$ cat src/hdl/bbl_pkg.sv
// Shared constants, types and arithmetic helpers for the nine-tap box blur.
package bbl_pkg;

	// Frame limits and filter shape
	localparam int MAX_WIDTH  = 2048;
	localparam int MAX_HEIGHT = 4096;
	localparam int RADIUS     = 4;
	localparam int SPAN       = 2 * RADIUS;
	localparam int TAPS       = 2 * RADIUS + 1;

	// Field widths
	localparam int CH_W   = 8;
	localparam int PIX_W  = 3 * CH_W;
	localparam int WORD_W = SPAN * PIX_W;
	localparam int COL_W  = $clog2(MAX_WIDTH);
	localparam int ROW_W  = $clog2(MAX_HEIGHT);
	localparam int SLOT_W = $clog2(SPAN);
	localparam int IW_W   = 12;
	localparam int LINE_W = 13;
	localparam int CMP_W  = 16;

	// APB port
	localparam int ADDR_W = 4;
	localparam int DATA_W = 32;

	// Reciprocal divide by TAPS, exact for every sum below 2**SUM_W
	localparam int SUM_W     = $clog2(TAPS * 255 + 1);
	localparam int DIV_SHIFT = SUM_W + 4;
	localparam int DIV_MULT  = (2 ** DIV_SHIFT + TAPS - 1) / TAPS;
	localparam int MULT_W    = $clog2(DIV_MULT + 1);
	localparam int PROD_W    = SUM_W + MULT_W;

	typedef logic [PIX_W-1:0]  pix_t;
	typedef logic [WORD_W-1:0] word_t;
	typedef logic [COL_W-1:0]  col_t;
	typedef logic [ROW_W-1:0]  row_t;
	typedef logic [SUM_W-1:0]  sum_t;

	// Register indexes (byte address / 4)
	typedef enum logic [1:0] {
		REG_DIRECTION  = 2'd0,
		REG_WIDTH      = 2'd1,
		REG_FIRST_LINE = 2'd2,
		REG_END_LINE   = 2'd3
	} reg_idx_t;

	// Configuration as seen by the datapath
	typedef struct packed {
		logic              blur_direction;
		logic [IW_W-1:0]   image_width;
		logic [LINE_W-1:0] first_line;
		logic [LINE_W-1:0] end_line;
	} cfg_t;

	// Centre pixel plus all SPAN taps of one channel
	function automatic sum_t chan_sum(input pix_t px, input word_t taps, input int k);
		sum_t acc;
		acc = SUM_W'(px[CH_W*k +: CH_W]);
		for (int s = 0; s < SPAN; s++) begin
			acc = acc + SUM_W'(taps[s*PIX_W + CH_W*k +: CH_W]);
		end
		return acc;
	endfunction

	// floor(x / TAPS) by multiply and shift
	function automatic logic [CH_W-1:0] div_taps(input sum_t x);
		logic [PROD_W-1:0] p;
		p = PROD_W'(x) * PROD_W'(DIV_MULT);
		return p[DIV_SHIFT +: CH_W];
	endfunction

endpackage

$ cat src/hdl/bbl_cfg_regs.sv
// APB register file holding direction, line width and row band.
module bbl_cfg_regs (
	input  logic                      clk,
	input  logic                      arst_n,
	input  logic                      psel,
	input  logic                      penable,
	input  logic                      pwrite,
	input  logic [bbl_pkg::ADDR_W-1:0] paddr,
	input  logic [bbl_pkg::DATA_W-1:0] pwdata,
	output logic [bbl_pkg::DATA_W-1:0] prdata,
	output logic                      pready,
	output bbl_pkg::cfg_t             cfg
);
	import bbl_pkg::*;

	cfg_t     cfg_q;
	reg_idx_t idx;
	logic     wr_en;

	assign idx    = reg_idx_t'(paddr[ADDR_W-1:2]);
	assign wr_en  = psel && penable && pwrite;
	assign pready = 1'b1;
	assign cfg    = cfg_q;

	// register writes
	always_ff @(posedge clk or negedge arst_n) begin
		if (!arst_n) begin
			cfg_q.blur_direction <= 1'b1;
			cfg_q.image_width    <= IW_W'(MAX_WIDTH);
			cfg_q.first_line     <= '0;
			cfg_q.end_line       <= LINE_W'(4096);
		end else if (wr_en) begin
			case (idx)
				REG_DIRECTION:  cfg_q.blur_direction <= pwdata[0];
				REG_WIDTH:      cfg_q.image_width    <= pwdata[IW_W-1:0];
				REG_FIRST_LINE: cfg_q.first_line     <= pwdata[LINE_W-1:0];
				REG_END_LINE:   cfg_q.end_line       <= pwdata[LINE_W-1:0];
				default: ;
			endcase
		end
	end

	// read mux
	always_comb begin
		case (idx)
			REG_DIRECTION:  prdata = DATA_W'(cfg_q.blur_direction);
			REG_WIDTH:      prdata = DATA_W'(cfg_q.image_width);
			REG_FIRST_LINE: prdata = DATA_W'(cfg_q.first_line);
			REG_END_LINE:   prdata = DATA_W'(cfg_q.end_line);
			default:        prdata = '0;
		endcase
	end

endmodule

$ cat config.mk
export PLATFORM = sky130hd
export DESIGN_NAME = bbl_cfg_regs
export DESIGN_NICKNAME = d
export VERILOG_FILES = /design/src/hdl/bbl_pkg.sv /design/src/hdl/bbl_cfg_regs.sv
export SDC_FILE = /design/constraint.sdc
export NUM_CORES = 1
export LEC_CHECK = 0
export ABC_AREA = 1
export BUFFER_PORTS_ARGS = -buffer_cell sky130_fd_sc_hd__buf_2
export CAP_MARGIN = 25
export CELL_PAD_IN_SITES_DETAIL_PLACEMENT = 0
export CELL_PAD_IN_SITES_GLOBAL_PLACEMENT = 2
export CORE_MARGIN = 4
export CORE_UTILIZATION = 24
export CTS_BUF_LIST = sky130_fd_sc_hd__clkbuf_8
export CTS_CLUSTER_DIAMETER = 120
export CTS_CLUSTER_SIZE = 24
export DETAILED_ROUTE_END_ITERATION = 8
export HOLD_SLACK_MARGIN = 0.03
export PLACE_DENSITY_LB_ADDON = 0.05
export SLEW_MARGIN = 15
export SYNTH_ARGS = -nofsm -noshare
export SYNTH_HDL_FRONTEND = slang
export SYNTH_SLANG_ARGS = --single-unit
export TNS_END_PERCENT = 100
$ cat constraint.sdc
create_clock -name clk -period 0.8 [get_ports clk]
set_clock_uncertainty 0.05 [all_clocks]
set_input_delay 0.08 -clock clk [delete_from_list [all_inputs] [get_ports clk]]
set_output_delay 0.08 -clock clk [all_outputs]
set_load 0.01 [all_outputs]
==> results of run 1 <==
## cell usage in the layout (no fill, tap or decap)
| cell | count |
|---|---|
| buf_12 | 6 |
| nand2_8 | 1 |
| nor2_2 | 1 |
| inv_1 | 1 |
| nor2_8 | 1 |
| inv_2 | 6 |
| buf_2 | 44 |
| nor2_1 | 1 |
| nor2_4 | 2 |
| nand2_2 | 40 |
| dfrtp_1 | 36 |
| nand2_4 | 4 |
| clkinvlp_4 | 1 |
| dlygate4sd3_1 | 14 |
| nand3_2 | 3 |
| nand4_1 | 1 |
| nand2_1 | 116 |
| clkinv_2 | 1 |
| buf_4 | 20 |
| conb_1 | 20 |
| dfstp_2 | 3 |
| buf_6 | 70 |
| clkbuf_8 | 5 |
| nand3_1 | 13 |
## metrics by stage
stage                     hold WS, ns  utilization  cells  total power, W
after floorplan                -0.266            -    277         0.00366
after global placement         0.0212        0.330    459         0.00471
after detailed placement       0.0257        0.330    459         0.00471
after CTS                       0.227        0.402    505         0.00692
after global routing            0.253        0.436    515         0.00786
final                           0.235        0.436    515         0.00738
## final cells by class
class	instances	share of cell area
timing repair buffer	154	0.392
sequential	39	0.271
multi-input combinational	203	0.271
tap	105	0.0363
clock buffer	5	0.0190
inverter	6	0.00623
clock inverter	3	0.00450
## timing repair
item | CTS | global route
hold buffers | 14 | 0
endpoints found under the hold margin | 78 | 0
resized for setup | 39 | 53
endpoints found under the setup margin | 55 | 77
pin swaps | 25 | 26
buffers inserted | 25 | 11
## report_power, final
group | internal [W] | switching (W) | total [W] | leakage [nW]
logic | 0.00198 | 0.00131 | 0.00329 | 1.42
clock network | 0.000598 | 0.000744 | 0.00134 | 0.0453
registers | 0.00240 | 0.000358 | 0.00276 | 0.489
total | 0.00497 | 0.00241 | 0.00738 | 1.96
## routing by layer
layer	up-vias	part of all wire	wire, um	global-route usage
met5	-	0	0	0
met4	0	0.0056	39	0.0276
met3	4	0.048	338	0.0256
met2	59	0.52	3610	0.244
met1	1007	0.43	2990	0.171
li1	1046	-	-	-
## how the worst max path moves through the flow
stage          cells after the start          to  slack [ns]           startpoint
3_5_place_dp                       8  prdata[11]       -0.27             paddr[2]
2_1_floorplan                      2   prdata[0]       -0.04  cfg[38]$_DFFE_PN1P_
6_report                           3   prdata[0]       -0.43  cfg[38]$_DFFE_PN1P_
4_1_cts                            3   prdata[0]       -0.44  cfg[38]$_DFFE_PN1P_
5_1_grt                            3   prdata[0]       -0.48  cfg[38]$_DFFE_PN1P_
3_3_place_gp                       8  prdata[11]       -0.28             paddr[2]
## worst max-delay path, delay by kind of cell, from the launching register on
kind | cells | cell delay, ns
buf+inv | 1 | 0.13
flops | 1 | 0.54
simple gates | 2 | 0.14
## kinds of logic (layout without fill, tap and decap cells)
group,count (synthesis),after routing
AND/OR/NAND/NOR,183,183
flip-flops,39,39
buffers and inverters,35,168
other,2,20
==> run summary, run 1 <==
Yosys top cell by area = dfrtp_1
crit share post-route = 1.53
Routed WL = 6970 um
Sequential cell area = 980 sq um
area of the multi-input gates = 980 sq um
crit path max fanout = 2
DRT antenna net count = 0
CTS sink cnt = 39
# DRC = 0
R2R cell count = 5
Max stage delay on crit path = 0.54 ns
Inserted Clock Buffers = 5
vias = 2,116
GR Util All Layers = 0.136
RSZ-0062 raised after global routing = true
final-report setup violation count = 65
Yosys cell types = 18
outcome = finished with violations
CORE AREA = 0.00830 sq mm
antenna cells = 0
Largest register FFs = 39
max_cap viols = 0
violated checks = negative setup slack
number of port buffers = 71
CP Cell Sequence = nand2_1 -> nand4_1 -> buf_2
final-report max-slew violation count = 0
Post-synth EDFFs = 0
register area share after synthesis = 0.472
drt pass-1 iters = 4
setup ws final = -0.426 ns
setup_tns = -14.56 ns
CP Launch Type = flop
die area = 0.0102 sq mm
worst hold path type = input port to async pin
final HPWL from detailed placement = 4830 um
Pwr Density = 2040 mW/mm^2
global route total overflow = 0
fin crit period = 1.23 ns
top-count cell post-synth = nand2_1
Top FF cell, synth = dfrtp_1
GPL Wtd Cong = 0.705
Synth Area in Simple Gates = 0.397
CP arrival = 1.10 ns
Leak = 1.96 nW
r2r startpoint = cfg[37]$_DFFE_PN1P_
syn_area_per_cell = 8.01 sq um
Worst-Skew Late Latency = 0.29 ns
# fillers = 878
routed len/inst = 13.5 um
Peak VDD IR = 977 uV
Ports = 113
Commonest cells post-synth = nand2_1, dfrtp_1, nand2_2, buf_4, nand3_1
Core Rows = 33
number of global-route vias before repair = 2,125
Worst Path Required = 0.67 ns
ys async rst share = 1.00
first-pass GRT wire length = 10,800 um
largest net degree at the start of global routing = 40
initial antenna violation count = 0
DRT iter0 DRCs = 44
drt via density = 4.11
die height = 101 um
multiplexer area fraction after synthesis = 0
H-tree levels = 2
placed inst area = 0.00274 sq mm
xor-xnor portion of the synthesized cell area = 0
CTS Root Cell = clkbuf_8
Clock transition at path regs = 0.09 ns
Starting Density = 0.250
#FFs+latches synth = 39
worst slack, placed = -0.270 ns
Synth warnings = 0
adder-cell share of the synthesized area = 0
Syn-to-layout area delta = 74.3%
FF-to-FF setup slack = -0.23 ns
Max clock buf depth = 2
fin area = 0.00362 sq mm
share of the synthesized area in the top cell type = 0.434
Achievable Freq = 815 MHz
layout net count = 450
CP Class = flop to output pin
layout cell share with drive strength beyond 1 = 0.507
Critical Path Sink Type = output pin
Reg2Reg Capture Point = cfg[37]$_DFFE_PN1P_
largest family of logic cells by synthesized area = simple AND/OR/NAND/NOR gates
Synth area leaders = dfrtp_1, nand2_1, buf_4
synthesized instance count = 259
chip width = 101 um
Post-Syn Area = 0.00208 sq mm
CTS tree = yes
Synth Area in Compound Gates = 0
final hold vios = 0
CP max-delay cell = dfstp_2
Power figures use the tool's default switching activity.
==> inputs of run 2 (changes only) <==
--- a/config.mk
+++ b/config.mk
@@ -17,7 +17,7 @@
 export CTS_CLUSTER_SIZE = 24
 export DETAILED_ROUTE_END_ITERATION = 8
 export HOLD_SLACK_MARGIN = 0.03
-export PLACE_DENSITY_LB_ADDON = 0.05
+export PLACE_DENSITY = 0.92
 export SLEW_MARGIN = 15
 export SYNTH_ARGS = -nofsm -noshare
 export SYNTH_HDL_FRONTEND = slang
==> constraint.sdc (replaced) <==
create_clock -name clk -period 0.8 [get_ports clk]
set_clock_uncertainty 0.05 [all_clocks]
set_input_delay 0.08 -clock clk [delete_from_list [all_inputs] [get_ports clk]]
set_output_delay 0.08 -clock clk [all_outputs]
set_load 0.05 [all_outputs]
==> run 2 against run 1 <==
The run still ends with negative setup slack left. Utilization increased by 8.7 points. Clock power is 13% higher. Fmax decreased by 4.0%. Sequential share of layout area is 3.5 points lower. Worst hold slack got worse by 0.11 ns.
==> run summary, run 2 (synthesis results as in run 1) <==
Reg2Reg Capture Point = cfg[27]$_DFFE_PN0P_
area of the multi-input gates = 0.00123 sq mm (+25%)
Starting Density = 0.250 (unchanged)
Leak = 2.13 nW (+8.6%)
CORE AREA = 0.00830 sq mm (unchanged)
CTS tree = yes
largest net degree at the start of global routing = 40 (unchanged)
Final Non-Filler Cells = 521 (+1.2%)
Pwr Density = 2460 mW/mm^2 (+21%)
Peak VDD IR = 780 uV (-20%)
GR Util All Layers = 0.137 (+0.000905)
crit path max fanout = 2 (unchanged)
violated checks = negative setup slack
Inserted Clock Buffers = 5 (unchanged)
Hold Path End = cfg[38]$_DFFE_PN1P_
most common cell after layout, fill and taps aside = nand2_1
Largest register FFs = 39 (unchanged)
layout net count = 456 (+1.3%)
drt pass-1 iters = 4 (unchanged)
DRT antenna net count = 0 (unchanged)
setup_tns = -18.79 ns (-4.23 ns)
drt via density = 4.07 (-0.92%)
max_cap viols = 0 (unchanged)
antenna cells = 0 (unchanged)
final HPWL from detailed placement = 4860 um (+0.50%)
DRT iter0 DRCs = 34 (-23%)
most frequent cells in the layout = nand2_1, nand2_2, buf_6
Max clock buf depth = 2 (unchanged)
hold path cells = 5
Core Rows = 33 (unchanged)
CP Launch Type = flop
first-pass GRT wire length = 10,800 um (-0.25%)
met2 wire length = 3810 um (+5.6%)
worst slack, placed = -0.339 ns (-0.0684 ns)
CP Class = flop to output pin
final-report setup violation count = 68 (+4.6%)
die area = 0.0102 sq mm (unchanged)
Worst Path Required = 0.67 ns (about the same)
Critical Path Sink Type = output pin
number of port buffers = 71 (unchanged)
CTS sink cnt = 39 (unchanged)
CP arrival = 1.15 ns (+0.05 ns)
r2r startpoint = cfg[27]$_DFFE_PN0P_
Sequential cell area = 0.00102 sq mm (+4.6%)
number of global-route vias before repair = 2,114 (-0.52%)
Achievable Freq = 783 MHz (-4.0%)
GPL Wtd Cong = 0.745 (+5.7%)
die height = 101 um (unchanged)
Routed WL = 7100 um (+1.8%)
Placed Instances = 477 (+3.9%)
routed length on met1 = 2790 um (-6.5%)
CTS Root Cell = clkbuf_8
fin crit period = 1.28 ns (+0.0508 ns)
critical hold path startpoint = pwrite
Worst-Skew Late Latency = 0.30 ns (about the same)
outcome = finished with violations
Clock transition at path regs = 0.08 ns (about the same)
global route total overflow = 0 (unchanged)
FF-to-FF setup slack = -0.11 ns (+0.12 ns)
routed len/inst = 13.6 um (+0.61%)
H-tree levels = 2 (unchanged)
RSZ-0062 raised after global routing = true
worst hold path type = input port to flop
final hold vios = 0 (unchanged)
Detail Route met3 WL = 394 um (+17%)
final-report max-slew violation count = 0 (unchanged)
R2R cell count = 4 (-1)
initial antenna violation count = 0 (unchanged)
layout cell share with drive strength beyond 1 = 0.714 (+0.207)
vias = 2,121 (+0.24%)
Total Power = 0.0107 W (+45%)
crit share post-route = 1.60 (+0.0636)
# fillers = 747 (-15%)
max layer used = met4
# DRC = 0 (unchanged)
Ports = 113 (unchanged)
chip width = 101 um (unchanged)
setup ws final = -0.477 ns (-0.0508 ns)
Syn-to-layout area delta = 109%
==> run 2: changes by cell type in the layout (fill, tap and decap cells not counted), sizes merged <==
cell	previous run	this run
buf	140	146
inv	7	6
clkinv	1	0
clkbuf	5	7
==> run 2: what timing repair did <==
action | CTS | global route
pin swaps | 11 | 21
hold endpoints to repair | 78 | 0
hold buffers | 14 | 0
setup endpoints to repair | 69 | 90
resized for setup | 184 | 55
setup buffers | 11 | 18
==> run 2: power by group <==
part	switching (W)	internal (W)	leakage, nW
clock network	0.000736	0.000785	0.0505
logic	0.00339	0.00292	1.63
registers	0.000396	0.00247	0.443
==> run 2: how the worst max path moves through the flow <==
stage                        start          to  slack [ns]  cells after the start
4_1_cts        cfg[38]$_DFFE_PN1P_   prdata[0]       -0.49                      3
3_3_place_gp              paddr[2]  prdata[10]       -0.34                      7
6_report       cfg[38]$_DFFE_PN1P_   prdata[0]       -0.48                      3
2_1_floorplan  cfg[38]$_DFFE_PN1P_   prdata[0]       -0.48                      2
3_5_place_dp              paddr[2]  prdata[10]       -0.34                      7
5_1_grt        cfg[38]$_DFFE_PN1P_   prdata[0]       -0.51                      3
==> run 2: per-stage QoR <==
step	utilization	cell area, sq um	hold WS (ns)
6_report	0.523	4340	0.130
5_1_grt	0.523	4340	0.129
4_1_cts	0.490	4070	0.109
3_5_place_dp	0.376	3120	0.0250
3_3_place_gp	0.376	3120	0.0182
2_1_floorplan	-	2420	-0.266
==> run 2: critical path, stage by stage, from the launching register on <==
cell,delay [ns]
dfstp_2,0.54
nand2_1,0.05
nand4_1,0.09
buf_6,0.17
==> run 2: metal layers <==
layer  track usage  vias to the layer above
met5             0                        -
met4        0.0429                        0
met3        0.0318                        8
met2         0.249                       57
met1         0.159                      997
li1              -                     1059
==> run 2: area by class of cell <==
type	instances	area share
Multi-Input combinational cell	203	0.283
Timing Repair Buffer	160	0.421
Clock buffer	7	0.0222
Inverter	6	0.00577
Clock inverter	1	0.00173
Sequential cell	39	0.236
Tap cell	105	0.0303
==> inputs of run 3 (changes only) <==
--- a/config.mk
+++ b/config.mk
@@ -7,7 +7,6 @@
 export LEC_CHECK = 0
 export ABC_AREA = 1
 export BUFFER_PORTS_ARGS = -buffer_cell sky130_fd_sc_hd__buf_2
-export CAP_MARGIN = 25
 export CELL_PAD_IN_SITES_DETAIL_PLACEMENT = 0
 export CELL_PAD_IN_SITES_GLOBAL_PLACEMENT = 2
 export CORE_MARGIN = 4
@@ -17,7 +16,7 @@
 export CTS_CLUSTER_SIZE = 24
 export DETAILED_ROUTE_END_ITERATION = 8
 export HOLD_SLACK_MARGIN = 0.03
-export PLACE_DENSITY = 0.92
+export PLACE_DENSITY_LB_ADDON = 0.1
 export SLEW_MARGIN = 15
 export SYNTH_ARGS = -nofsm -noshare
 export SYNTH_HDL_FRONTEND = slang
==> run 3 against run 2 <==
The flow still finishes with violations (negative setup slack). First-iteration DRC count increased by 29%. Wire length decreased by 3.0%. Sequential cell count unchanged. Critical path depth unchanged. Design area decreased by 0.78%. Sequential power about the same. Sequential share of layout area increased by 0.19 points. Non-clock buffer count decreased by 2. Largest power group unchanged. Highest routed layer unchanged.
==> run summary, run 3 (synthesis results as in run 1) <==
drt via density = 4.05 (-0.47%)
vias = 2,103 (-0.85%)
antenna cells = 0 (unchanged)
layout net count = 454 (-0.44%)
Routed WL = 6880 um (-3.0%)
crit path max fanout = 2 (unchanged)
CTS tree = yes
hold path cells = 5 (unchanged)
largest net degree at the start of global routing = 40 (unchanged)
Achievable Freq = 792 MHz (+1.1%)
final HPWL from detailed placement = 4890 um (+0.69%)
GR Util All Layers = 0.140 (+0.00231)
violated checks = negative setup slack
Max clock buf depth = 2 (unchanged)
worst hold path type = input port to flop
Final Non-Filler Cells = 519 (-0.38%)
Inserted Clock Buffers = 5 (unchanged)
crit share post-route = 1.58 (-0.0180)
max_cap viols = 0 (unchanged)
critical hold path startpoint = pwrite
CP Class = flop to output pin
routed len/inst = 13.3 um (-2.6%)
drt pass-1 iters = 4 (unchanged)
Setup crit start = cfg[38]$_DFFE_PN1P_
CTS sink cnt = 39 (unchanged)
number of global-route vias before repair = 2,131 (+0.80%)
Core Rows = 33 (unchanged)
worst slack, placed = -0.340 ns (-0.00130 ns)
Worst-Skew Late Latency = 0.29 ns (about the same)
CORE AREA = 0.00830 sq mm (unchanged)
most frequent cells in the layout = nand2_1, nand2_2, buf_6
Clock transition at path regs = 0.07 ns (about the same)
Peak VDD IR = 1370 uV (+75%)
DRT antenna net count = 0 (unchanged)
RSZ-0062 raised after global routing = true
CP Launch Type = flop
Placed Instances = 476 (-0.21%)
CTS Root Cell = clkbuf_8
die height = 101 um (unchanged)
initial antenna violation count = 0 (unchanged)
R2R cell count = 4 (unchanged)
Largest register FFs = 39 (unchanged)
chip width = 101 um (unchanged)
number of port buffers = 71 (unchanged)
final hold vios = 0 (unchanged)
Syn-to-layout area delta = 107%
Leak = 2.13 nW (+0.32%)
outcome = finished with violations
# DRC = 0 (unchanged)
DRT iter0 DRCs = 44 (+29%)
fin crit period = 1.26 ns (-0.0144 ns)
GPL Wtd Cong = 0.741 (-0.56%)
Worst Path Required = 0.67 ns (about the same)
Starting Density = 0.250 (unchanged)
CP arrival = 1.13 ns (-0.02 ns)
setup ws final = -0.463 ns (+0.0144 ns)
Ports = 113 (unchanged)
r2r startpoint = cfg[8]$_DFFE_PN0P_
final-report max-slew violation count = 0 (unchanged)
first-pass GRT wire length = 11,000 um (+1.9%)
final-report setup violation count = 66 (-2.9%)
H-tree levels = 2 (unchanged)
layout cell share with drive strength beyond 1 = 0.705 (-0.00863)
Pwr Density = 2500 mW/mm^2 (+1.4%)
global route total overflow = 0 (unchanged)
Critical Path Sink Type = output pin
most common cell after layout, fill and taps aside = nand2_1
die area = 0.0102 sq mm (unchanged)
[run 3: repair_timing]
item	in CTS	in global routing
endpoints found under the hold margin	78	0
hold buffers	14	0
setup endpoints to repair	65	81
setup buffers	7	19
resized for setup	172	54
pin swaps	9	21
[run 3: final cells by class]
| type | instances | area (sq um) |
|---|---|---|
| Fill cell | 791 | 4000 |
| Clock inverter | 2 | 35.0 |
| Multi-Input combinational cell | 203 | 1210 |
| Inverter | 6 | 22.5 |
| Tap cell | 105 | 131 |
| Sequential cell | 39 | 1020 |
| Clock buffer | 6 | 82.6 |
| Timing Repair Buffer | 158 | 1800 |
[run 3: power breakdown]
group          total [W]  internal (W)  leakage (nW)  switching, W
combinational    0.00614       0.00284          1.63       0.00330
clock            0.00174       0.00101        0.0612      0.000733
sequential       0.00287       0.00247         0.443      0.000403
total             0.0108       0.00632          2.13       0.00443
[run 3: metal layers]
layer	GRT usage	routed length, um	up-vias
met3	0.0284	351	6
met2	0.244	3550	58
met4	0.0368	61	0
met5	0	0	-
met1	0.175	2920	981
li1	-	-	1058
[run 3: final timing paths]
| kind | end | slack, ns |
|---|---|---|
| setup / recovery | prdata[0] | -0.46 |
| hold / removal | cfg[38]$_DFFE_PN1P_ | 0.13 |
| setup reg to reg | cfg[8]$_DFFE_PN0P_ | -0.10 |
| hold reg to reg | cfg[12]$_DFFE_PN1P_ | 0.44 |
| max in group asynchronous | cfg[38]$_DFFE_PN1P_ | 0.19 |
| min in group asynchronous | cfg[18]$_DFFE_PN0P_ | 0.24 |
[run 3: per-stage QoR]
stage               hold slack [ns]  instance area (sq um)  TNS, ns   util  power [W]
floorplan                    -0.266                   2420    -2.63      -    0.00569
global placement             0.0272                   3130   -15.74  0.377    0.00699
detailed placement           0.0247                   3130   -16.23  0.377    0.00701
CTS                           0.107                   4020   -17.60  0.484     0.0103
global route                  0.146                   4300   -20.81  0.519     0.0113
finish                        0.130                   4300   -18.16  0.519     0.0108
[run 3: critical path, stage by stage, from the launching register on]
cell	delay (ns)
dfstp_2	0.54
nand2_2	0.04
nand4_1	0.09
buf_6	0.17
